===== src/hw/rtl/wavhp_pkg.sv =====
// ----------------------------------------------------------------------------
// WAV header parser package
// Shared types, codes and tag constants of the WAV header parser.
// ----------------------------------------------------------------------------
package wavhp_pkg;

	// Result status codes, in the order in which the checks are made.
	typedef enum logic [2:0] {
		ST_OK,
		ST_BAD_HEADER,
		ST_NO_FMT,
		ST_NOT_PCM,
		ST_ZERO_FIELD,
		ST_NO_DATA,
		ST_UNSUPPORTED
	} status_t;

	// Phase of the header walk.
	typedef enum logic [1:0] {
		PH_RIFF,
		PH_CHDR,
		PH_BODY
	} ph_t;

	// Tags, first byte of the file in the lowest bits.
	localparam logic [31:0] TAG_RIFF = 32'h4646_4952;
	localparam logic [31:0] TAG_WAVE = 32'h4556_4157;
	// Chunk ids as shifted in, first byte in the highest bits.
	localparam logic [23:0] ID_FMT3  = 24'h66_6D74;
	localparam logic [31:0] ID_DATA  = 32'h6461_7461;

	// Length of the RIFF/WAVE preamble and of the fmt fields captured.
	localparam logic [31:0] HDR_LEN  = 32'd12;
	localparam logic [4:0]  FMT_LEN  = 5'd16;

	// One input byte with its end-of-file mark.
	typedef struct packed {
		logic [7:0] file_byte;
		logic       is_last;
	} item_t;

	// One result.
	typedef struct packed {
		status_t     status;
		logic [1:0]  channels;
		logic [4:0]  bit_depth;
		logic [31:0] rate_hz;
		logic [31:0] frame_count;
		logic [31:0] data_start;
	} res_t;

endpackage


===== src/hw/rtl/wavhp_parser.sv =====
// ----------------------------------------------------------------------------
// WAV header parser: chunk walker
// Holds the walk state, updates it for one byte per step and forms the
// result from the updated state when the byte closes the file.
// ----------------------------------------------------------------------------
module wavhp_parser (
	input  logic             clk,
	input  logic             arst_n,
	input  logic             step,
	input  wavhp_pkg::item_t item,
	output wavhp_pkg::res_t  res
);
	import wavhp_pkg::*;

	logic [31:0] byte_count_q, byte_count_n;
	logic        header_ok_q, header_ok_n;
	ph_t         phase_q, phase_n;
	logic [2:0]  hdr_idx_q, hdr_idx_n;
	logic [31:0] chunk_id_q, chunk_id_n;
	logic [31:0] chunk_length_q, chunk_length_n;
	logic [31:0] body_remaining_q, body_remaining_n;
	logic        in_fmt_q, in_fmt_n;
	logic [4:0]  fmt_got_q, fmt_got_n;
	logic [15:0] format_code_q, format_code_n;
	logic [15:0] channel_field_q, channel_field_n;
	logic [31:0] rate_field_q, rate_field_n;
	logic [15:0] depth_field_q, depth_field_n;
	logic        fmt_seen_q, fmt_seen_n;
	logic        data_seen_q, data_seen_n;
	logic [31:0] data_size_q, data_size_n;

	logic [7:0]  b;
	logic [3:0]  pos;
	logic [3:0]  off;
	status_t     status;
	logic [31:0] frames;

	assign b   = item.file_byte;
	assign pos = byte_count_q[3:0];
	assign off = fmt_got_q[3:0];

	// Walk state after the current byte.
	always_comb begin
		byte_count_n     = byte_count_q;
		header_ok_n      = header_ok_q;
		phase_n          = phase_q;
		hdr_idx_n        = hdr_idx_q;
		chunk_id_n       = chunk_id_q;
		chunk_length_n   = chunk_length_q;
		body_remaining_n = body_remaining_q;
		in_fmt_n         = in_fmt_q;
		fmt_got_n        = fmt_got_q;
		format_code_n    = format_code_q;
		channel_field_n  = channel_field_q;
		rate_field_n     = rate_field_q;
		depth_field_n    = depth_field_q;
		fmt_seen_n       = fmt_seen_q;
		data_seen_n      = data_seen_q;
		data_size_n      = data_size_q;

		case (phase_q)
			PH_RIFF: begin
				case (pos) inside
					[4'd0:4'd3]: begin
						if (b != TAG_RIFF[{pos[1:0], 3'b000} +: 8]) header_ok_n = 1'b0;
					end
					[4'd8:4'd11]: begin
						if (b != TAG_WAVE[{pos[1:0], 3'b000} +: 8]) header_ok_n = 1'b0;
					end
					default: ;
				endcase
				if (pos == 4'd11) begin
					phase_n   = PH_CHDR;
					hdr_idx_n = '0;
				end
			end
			PH_CHDR: begin
				if (!hdr_idx_q[2]) begin
					chunk_id_n = {chunk_id_q[23:0], b};
				end else begin
					chunk_length_n = {b, chunk_length_q[31:8]};
				end
				hdr_idx_n = hdr_idx_q + 3'd1;
				// The eighth header byte closes the chunk header.
				if (hdr_idx_q == 3'd7) begin
					in_fmt_n = 1'b0;
					if (!fmt_seen_q && chunk_id_q[31:8] == ID_FMT3) begin
						fmt_seen_n = 1'b1;
						in_fmt_n   = 1'b1;
						fmt_got_n  = '0;
					end else if (!data_seen_q && chunk_id_q == ID_DATA) begin
						data_seen_n = 1'b1;
						data_size_n = chunk_length_n;
					end
					body_remaining_n = chunk_length_n;
					if (chunk_length_n != '0) begin
						phase_n = PH_BODY;
					end else begin
						phase_n  = PH_CHDR;
						in_fmt_n = 1'b0;
					end
				end
			end
			PH_BODY: begin
				// Capture the fixed fields of the fmt body.
				if (in_fmt_q && fmt_got_q < FMT_LEN) begin
					case (off) inside
						[4'd0:4'd1]:   format_code_n[{off[0], 3'b000} +: 8] = b;
						[4'd2:4'd3]:   channel_field_n[{off[0], 3'b000} +: 8] = b;
						[4'd4:4'd7]:   rate_field_n[{off[1:0], 3'b000} +: 8] = b;
						[4'd14:4'd15]: depth_field_n[{off[0], 3'b000} +: 8] = b;
						default: ;
					endcase
					fmt_got_n = fmt_got_q + 5'd1;
				end
				body_remaining_n = body_remaining_q - 32'd1;
				if (body_remaining_q == 32'd1) begin
					phase_n   = PH_CHDR;
					hdr_idx_n = '0;
					in_fmt_n  = 1'b0;
				end
			end
			default: ;
		endcase

		if (byte_count_q != '1) byte_count_n = byte_count_q + 32'd1;
	end

	// Status by the order of the checks.
	always_comb begin
		if (byte_count_n < HDR_LEN || !header_ok_n) begin
			status = ST_BAD_HEADER;
		end else if (!fmt_seen_n) begin
			status = ST_NO_FMT;
		end else if (format_code_n != 16'd1) begin
			status = ST_NOT_PCM;
		end else if (channel_field_n == '0 || rate_field_n == '0 || depth_field_n == '0
				|| fmt_got_n < FMT_LEN) begin
			status = ST_ZERO_FIELD;
		end else if (!data_seen_n) begin
			status = ST_NO_DATA;
		end else if (channel_field_n > 16'd2
				|| (depth_field_n != 16'd8 && depth_field_n != 16'd16)) begin
			status = ST_UNSUPPORTED;
		end else begin
			status = ST_OK;
		end
	end

	// Frame count: bytes per sample and channel count are each one or two.
	always_comb begin
		frames = data_size_n;
		if (depth_field_n == 16'd16) frames = {1'b0, frames[31:1]};
		if (channel_field_n == 16'd2) frames = {1'b0, frames[31:1]};
	end

	// Result fields are zero unless the file is valid PCM.
	always_comb begin
		res        = '0;
		res.status = status;
		if (status == ST_OK) begin
			res.channels    = channel_field_n[1:0];
			res.bit_depth   = depth_field_n[4:0];
			res.rate_hz     = rate_field_n;
			res.frame_count = frames;
			res.data_start  = byte_count_n - data_size_n;
		end
	end

	// State update; the final byte of a file returns everything to reset.
	always_ff @(posedge clk or negedge arst_n) begin
		if (!arst_n) begin
			byte_count_q     <= '0;
			header_ok_q      <= 1'b1;
			phase_q          <= PH_RIFF;
			hdr_idx_q        <= '0;
			chunk_id_q       <= '0;
			chunk_length_q   <= '0;
			body_remaining_q <= '0;
			in_fmt_q         <= 1'b0;
			fmt_got_q        <= '0;
			format_code_q    <= '0;
			channel_field_q  <= '0;
			rate_field_q     <= '0;
			depth_field_q    <= '0;
			fmt_seen_q       <= 1'b0;
			data_seen_q      <= 1'b0;
			data_size_q      <= '0;
		end else if (step && item.is_last) begin
			byte_count_q     <= '0;
			header_ok_q      <= 1'b1;
			phase_q          <= PH_RIFF;
			hdr_idx_q        <= '0;
			chunk_id_q       <= '0;
			chunk_length_q   <= '0;
			body_remaining_q <= '0;
			in_fmt_q         <= 1'b0;
			fmt_got_q        <= '0;
			format_code_q    <= '0;
			channel_field_q  <= '0;
			rate_field_q     <= '0;
			depth_field_q    <= '0;
			fmt_seen_q       <= 1'b0;
			data_seen_q      <= 1'b0;
			data_size_q      <= '0;
		end else if (step) begin
			byte_count_q     <= byte_count_n;
			header_ok_q      <= header_ok_n;
			phase_q          <= phase_n;
			hdr_idx_q        <= hdr_idx_n;
			chunk_id_q       <= chunk_id_n;
			chunk_length_q   <= chunk_length_n;
			body_remaining_q <= body_remaining_n;
			in_fmt_q         <= in_fmt_n;
			fmt_got_q        <= fmt_got_n;
			format_code_q    <= format_code_n;
			channel_field_q  <= channel_field_n;
			rate_field_q     <= rate_field_n;
			depth_field_q    <= depth_field_n;
			fmt_seen_q       <= fmt_seen_n;
			data_seen_q      <= data_seen_n;
			data_size_q      <= data_size_n;
		end
	end

	// The end of a file restarts the walk at the preamble.
	a_restart: assert property (@(posedge clk) disable iff (!arst_n)
		step && item.is_last |=> byte_count_q == '0 && phase_q == PH_RIFF)
		else $error("walk did not restart after the final byte");

	// Capturing fmt fields only happens inside the body of the first fmt chunk.
	a_in_fmt: assert property (@(posedge clk) disable iff (!arst_n)
		in_fmt_q |-> fmt_seen_q && phase_q == PH_BODY)
		else $error("fmt capture active outside a fmt body");

	// The preamble phase covers only the first twelve bytes.
	a_riff_pos: assert property (@(posedge clk) disable iff (!arst_n)
		phase_q == PH_RIFF |-> byte_count_q < HDR_LEN)
		else $error("preamble phase past offset eleven");

endmodule


===== src/hw/rtl/wav_header_parser.sv =====
// ----------------------------------------------------------------------------
// WAV header parser
// Streams a WAV file byte by byte and reports one header check result per file.
// ----------------------------------------------------------------------------
// Usage:
//   The slave side takes one file byte per request in s_tdata, with s_tlast
//   high on the final byte of the file. Nothing comes out for other bytes.
//   For the final byte the master side presents one result: status and, for
//   valid PCM, channels, depth, rate, frame count and data offset.
//   Throughput is one byte per cycle unless a final byte waits on a stalled
//   output; the per-byte compare and counter update sit between the input
//   register and the walk state; each result is held in the output register.
//   When the receiver stalls, bytes keep flowing until a further final byte
//   reaches the input register, which then waits for the output register to
//   be taken. After the final byte the walk state returns to reset and the
//   next byte starts a new file. Reset empties both registers and clears the
//   walk state; no clearing pass is needed.
// ----------------------------------------------------------------------------
module wav_header_parser (
	input  logic         clk,
	input  logic         arst_n,
	input  logic         s_tvalid,
	output logic         s_tready,
	input  logic [7:0]   s_tdata,   // [7:0] file_byte
	input  logic         s_tlast,   // is_last
	output logic         m_tvalid,
	input  logic         m_tready,
	output logic [111:0] m_tdata    // status, channels, bit_depth, rate_hz,
	                                // frame_count, data_start, zero fill
);
	import wavhp_pkg::*;

	logic  v_s1;
	item_t item_s1;
	logic  adv_s1;
	res_t  res;
	logic  out_v_q;
	res_t  out_q;

	// A non-final byte always advances; a final byte needs room for its result.
	assign adv_s1   = v_s1 && (!item_s1.is_last || !out_v_q || m_tready);
	assign s_tready = !v_s1 || adv_s1;

	// Input register.
	always_ff @(posedge clk or negedge arst_n) begin
		if (!arst_n) begin
			v_s1 <= 1'b0;
		end else if (s_tvalid && s_tready) begin
			v_s1 <= 1'b1;
		end else if (adv_s1) begin
			v_s1 <= 1'b0;
		end
	end

	always_ff @(posedge clk) begin
		if (s_tvalid && s_tready) begin
			item_s1.file_byte <= s_tdata;
			item_s1.is_last   <= s_tlast;
		end
	end

	wavhp_parser u_parser (
		.clk    (clk),
		.arst_n (arst_n),
		.step   (adv_s1),
		.item   (item_s1),
		.res    (res)
	);

	// Output register.
	always_ff @(posedge clk or negedge arst_n) begin
		if (!arst_n) begin
			out_v_q <= 1'b0;
		end else if (adv_s1 && item_s1.is_last) begin
			out_v_q <= 1'b1;
		end else if (m_tready) begin
			out_v_q <= 1'b0;
		end
	end

	always_ff @(posedge clk) begin
		if (adv_s1 && item_s1.is_last) out_q <= res;
	end

	assign m_tvalid = out_v_q;
	assign m_tdata  = {6'b0, out_q.data_start, out_q.frame_count, out_q.rate_hz,
		out_q.bit_depth, out_q.channels, out_q.status};

	// A result only lands in a free or draining output register.
	a_no_overwrite: assert property (@(posedge clk) disable iff (!arst_n)
		adv_s1 && item_s1.is_last |-> !out_v_q || m_tready)
		else $error("result written over a pending one");

	// Every final byte that advances yields a result in the next cycle.
	a_result: assert property (@(posedge clk) disable iff (!arst_n)
		adv_s1 && item_s1.is_last |=> m_tvalid)
		else $error("final byte produced no result");

	// Only a final byte facing a stalled output can hold the input register.
	a_stall_cause: assert property (@(posedge clk) disable iff (!arst_n)
		v_s1 && !adv_s1 |-> item_s1.is_last && out_v_q && !m_tready)
		else $error("input register held without an output stall");

endmodule

===== config.mk =====
export PLATFORM = sky130hd
export DESIGN_NAME = wav_header_parser
export DESIGN_NICKNAME = d
export VERILOG_FILES = /design/src/hw/rtl/wavhp_pkg.sv /design/src/hw/rtl/wavhp_parser.sv /design/src/hw/rtl/wav_header_parser.sv
export SDC_FILE = /design/constraint.sdc
export NUM_CORES = 1
export LEC_CHECK = 0
export ABC_AREA = 1
export BUFFER_PORTS_ARGS = -buffer_cell sky130_fd_sc_hd__buf_2
export CORE_MARGIN = 10
export CORE_UTILIZATION = 55
export CTS_CLUSTER_DIAMETER = 30
export DETAILED_ROUTE_END_ITERATION = 10
export PLACE_DENSITY = 0.76
export SYNTH_ARGS = -nofsm -noshare
export SYNTH_HDL_FRONTEND = slang
export SYNTH_SLANG_ARGS = --single-unit

===== constraint.sdc =====
create_clock -name clk -period 5.2 [get_ports clk]
set_input_delay 0.26 -clock clk [delete_from_list [all_inputs] [get_ports clk]]
set_output_delay 0.26 -clock clk [all_outputs]
set_load 0.005 [all_outputs]

==> impl_metrics.toml <==
[yosys]
synth.cell_area_um2 = 22660
sequential_element_share_of_the_synthesized_area_pct = 43.51
synth_warn = 0
post_synth_inst_count = 2882
synth_async_sr_flop_share_pct = 69.00
synth_enable_flop_cells = 115
synth.lib_cells_used.distinct = 64
synthFlopType = "sky130_fd_sc_hd__dfrtp_1"
syn_area_per_cell_um2 = 7.864
ys_ff_latch = 371

[clock_network]
cts-resized-gates = 0
clock_insertion_delay_worst_skew_ns = 0.62
root_buffer = "sky130_fd_sc_hd__clkbuf_16"
cts_setup_buffers = 0
cts_made_buffers = 86
clock_sinks = 371
clockBufferDepth = 3
clk_transition_reported_paths_ns = 0.05
total_number_of_h_tree_levels = 3
cts_tree = "built"

[finish]
mostFrequentLayoutCell = "sky130_fd_sc_hd__nand2_1"
area.growth.synth_to_final_pct = 18.38
drive_gt1_share_pct = 15.76
leading_cell_types_in_the_layout_fill_and_taps_excluded = "sky130_fd_sc_hd__nand2_1 (760), sky130_fd_sc_hd__inv_1 (301), sky130_fd_sc_hd__o21ai_0 (264)"
antennaDiodeCount = 0
finish.net_count = 3092

[placed_design]
dp_hpwl_um = 46660
place.gp.congestion = 0.9407
io_buffers = 120

[detailed_routing]
highest-signal-layer = "met4"
vias = 20880
drt-initial-drc-count = 2735
met3WireLength_um = 6517
wl_met2_um = 30210
via_count_normalized_by_instance_count = 5.745
detail_route.drc_violations = 0
postRouteAntennaNets = 0
m1WireLength_um = 29070
final_wl_um = 67700
drt_pass1_iterations = 6
wire_per_inst_um = 18.63

[critical_path]
reg2reg_from = "u_parser.fmt_got_q[1]$_DFFE_PN0P_"
worst-endpoint-required_ns = 5.65
timing.reg2reg.setup_slack_ns = 0.62
crit_slowest_cell = "sky130_fd_sc_hd__nor2_4"
crit_chain = "inv_1 > ha_1 > nor2_1 > nor2_2 > nor2_4 > nand3_4 > nand2_1 > nand2_1 > nor2_2 > nand2_1 > nor2_2 > nand2_4 > nand2_1 > nand2_1 > nand2_1 > nor2_1 > nor2_4 > nand4_4 > buf_12 > nor2_4"
path_max_fanout = 41
delay_of_the_slowest_cell_on_the_worst_path_ns = 0.59
criticalPathCategory = "reg -> reg"
path_common_cell = "sky130_fd_sc_hd__nand2_1"
worstPathArrival_ns = 5.04
timing.critical_path.from_type = "flip-flop"
setup.worst_path.end_class = "flip-flop"
worstReg2RegEnd = "m_tdata[86]$_SDFFCE_PP0P_"
reg2reg_depth = 20

[timing]
fin_worst_skew_ns = 0.03125
timing.slew.headroom_pct = 30.46
finalSetupTns_ns = 0
finalWorstPathRequiredPeriod_ns = 4.585
final-setup-viol-count = 0
final_hold_viol_count = 0
holdWs_ns = 0.3445
actual_slew_at_the_worst_max_slew_pin_ns = 1.039
finalMaxSlewViolations = 0
fin_crit_sh_pct = 88.17
rsz0062_at_grt = "no"
maxClockFrequency_mhz = 218.1

[global_routing]
globalRoute.totalOverflow = 0
global_route.usage.total_pct = 26.67
grt_max_degree = 141
grt_pass1_wl_um = 107900
antenna_found_initial = 0
via_count_of_the_first_global_routing_pass = 19760

[floorplan]
chipWidth_um = 223.0
die-area_um2 = 49730
initial_cell_density_of_the_core_pct = 55.51
number_of_top_level_design_ports = 127
fp.coreArea_um2 = 40830
core.rowCount = 74
die_h_um = 223.0

[power_and_ir_drop]
total_switching_power_w = 0.003605
clockPowerShare_pct = 48.3
internal-power_w = 0.007841
powerDensity_nw_per_um2 = 426.6
combinationalPowerShare_pct = 20.4
part_of_the_total_power_dissipated_in_sequential_elements_pct = 31.3
maximum_ir_drop_on_the_vdd_rail_mv = 0.3284
leak_nw = 12.31
switching_share_pct = 31.49

[hold_path]
hp-class = "in -> async"

[status]
run_status = "finished clean"

[flow_run]
maxCapViolCount = 0
==> stage by stage <==
step	cells	util, %	setup slack [ns]	power, W	area [um^2]
3_3_place_gp	3462	58.08	0.8110	0.005819	23720
4_1_cts	3634	65.71	0.6844	0.01146	26830
2_1_floorplan	2890	-	0.05573	0.005197	22690
6_report	3634	65.71	0.6151	0.01145	26830
3_5_place_dp	3462	58.08	0.7041	0.005887	23720
5_1_grt	3634	65.71	0.2734	0.01195	26830
==> layout make-up <==
type | count | area [um^2]
clock inverter | 53 | 599.3
clock buffer | 107 | 2395
sequential | 371 | 9861
multi-input combinational | 2060 | 10900
tap | 532 | 665.6
fill | 3346 | 14000
inverter | 318 | 1201
timing repair buffer | 193 | 1214
==> state kept, by name, summed over array words and instances (netlist names), 3 cells and up <==
register and cells:
u_parser.depth_field_q 16, u_parser.format_code_q 16, u_parser.data_size_q 32, u_parser.body_remaining_q 32, u_parser.rate_field_q 32, u_parser.byte_count_q 32
u_parser.channel_field_q 16, u_parser.chunk_length_q 32, u_parser.chunk_id_q 32, u_parser.hdr_idx_q 3, item_s1 9, m_tdata 106
u_parser.fmt_got_q 5
==> timing repair <==
item | CTS | global route
setup endpoints to repair | 0 | 0
endpoints found under the hold margin | 127 | 0
hold buffers | 12 | 0
==> cells in the mapped netlist, types with 12 or more instances <==
master / instances / area (um^2)
sky130_fd_sc_hd__nor2_4: 106 / 1194
sky130_fd_sc_hd__edfxtp_1: 115 / 3453
sky130_fd_sc_hd__buf_2: 15 / 75.07
sky130_fd_sc_hd__ha_1: 48 / 600.6
sky130_fd_sc_hd__nor4_1: 14 / 87.58
sky130_fd_sc_hd__o21ai_0: 264 / 1321
sky130_fd_sc_hd__dfrtp_1: 255 / 6381
sky130_fd_sc_hd__inv_1: 303 / 1137
sky130_fd_sc_hd__buf_1: 12 / 45.04
sky130_fd_sc_hd__inv_2: 12 / 45.04
sky130_fd_sc_hd__nand2_1: 762 / 2860
sky130_fd_sc_hd__o22ai_1: 71 / 444.2
sky130_fd_sc_hd__o21ai_1: 17 / 85.08
sky130_fd_sc_hd__nand4_1: 55 / 344.1
sky130_fd_sc_hd__nand3_1: 211 / 1056
sky130_fd_sc_hd__a21oi_1: 98 / 490.5
sky130_fd_sc_hd__clkbuf_1: 90 / 337.8
sky130_fd_sc_hd__xnor2_1: 16 / 140.1
sky130_fd_sc_hd__nor2_1: 211 / 792.0
sky130_fd_sc_hd__nor3_1: 44 / 220.2
sky130_fd_sc_hd__xor2_1: 56 / 490.5
==> logic make-up after synthesis <==
kind of cell | after synthesis | synth area share, %
flip-flops | 371 | 43.51
other | 1 | 0.01655
adder cells (fa/ha/maj) | 49 | 2.738
AND/OR/NAND/NOR | 1439 | 30.43
XOR/XNOR | 72 | 2.782
buffers and inverters | 459 | 8.739
AO/OA/AOI/OAI | 491 | 11.79
==> worst max path at each step <==
stage               cells past startpoint                                 start                   endpoint  slack (ns)
global route                           23  u_parser.byte_count_q[1]$_DFFE_PN0P_  m_tdata[98]$_SDFFCE_PP0P_        0.27
floorplan                               8                  m_tvalid$_DFFE_PN0P_       m_tdata[0]$_DFFE_PP_        0.06
finish                                 20     u_parser.fmt_got_q[1]$_DFFE_PN0P_  m_tdata[86]$_SDFFCE_PP0P_        0.62
detailed placement                     19  u_parser.byte_count_q[1]$_DFFE_PN0P_  m_tdata[93]$_SDFFCE_PP0P_        0.70
CTS                                    20     u_parser.fmt_got_q[1]$_DFFE_PN0P_  m_tdata[86]$_SDFFCE_PP0P_        0.68
global placement                       19  u_parser.byte_count_q[1]$_DFFE_PN0P_  m_tdata[93]$_SDFFCE_PP0P_        0.81
==> routing by layer <==
metal  global-route usage [%]  vias up
met2                    40.37     1017
met1                    37.24     9889
li1                         -     9833
met3                    5.374      138
met4                    9.503        0
met5                        0        -
==> worst max-delay path, delay by kind of cell, from the launching register on <==
family	cells	cell delay (ns)
flops	1	0.44
buf+inv	2	0.59
simple gates	17	2.98
fa+ha+maj	1	0.34
==> power by group through the flow <==
stage	logic [W]	registers, W	clock network, W
5_1_grt	0.00259	0.00361	0.00574
3_5_place_dp	0.00228	0.00361	0
2_1_floorplan	0.00165	0.00355	0
3_3_place_gp	0.00223	0.00359	0
4_1_cts	0.00231	0.00357	0.00558
6_report	0.00234	0.00358	0.00553
Note: power is estimated with default switching activity, not from simulation.
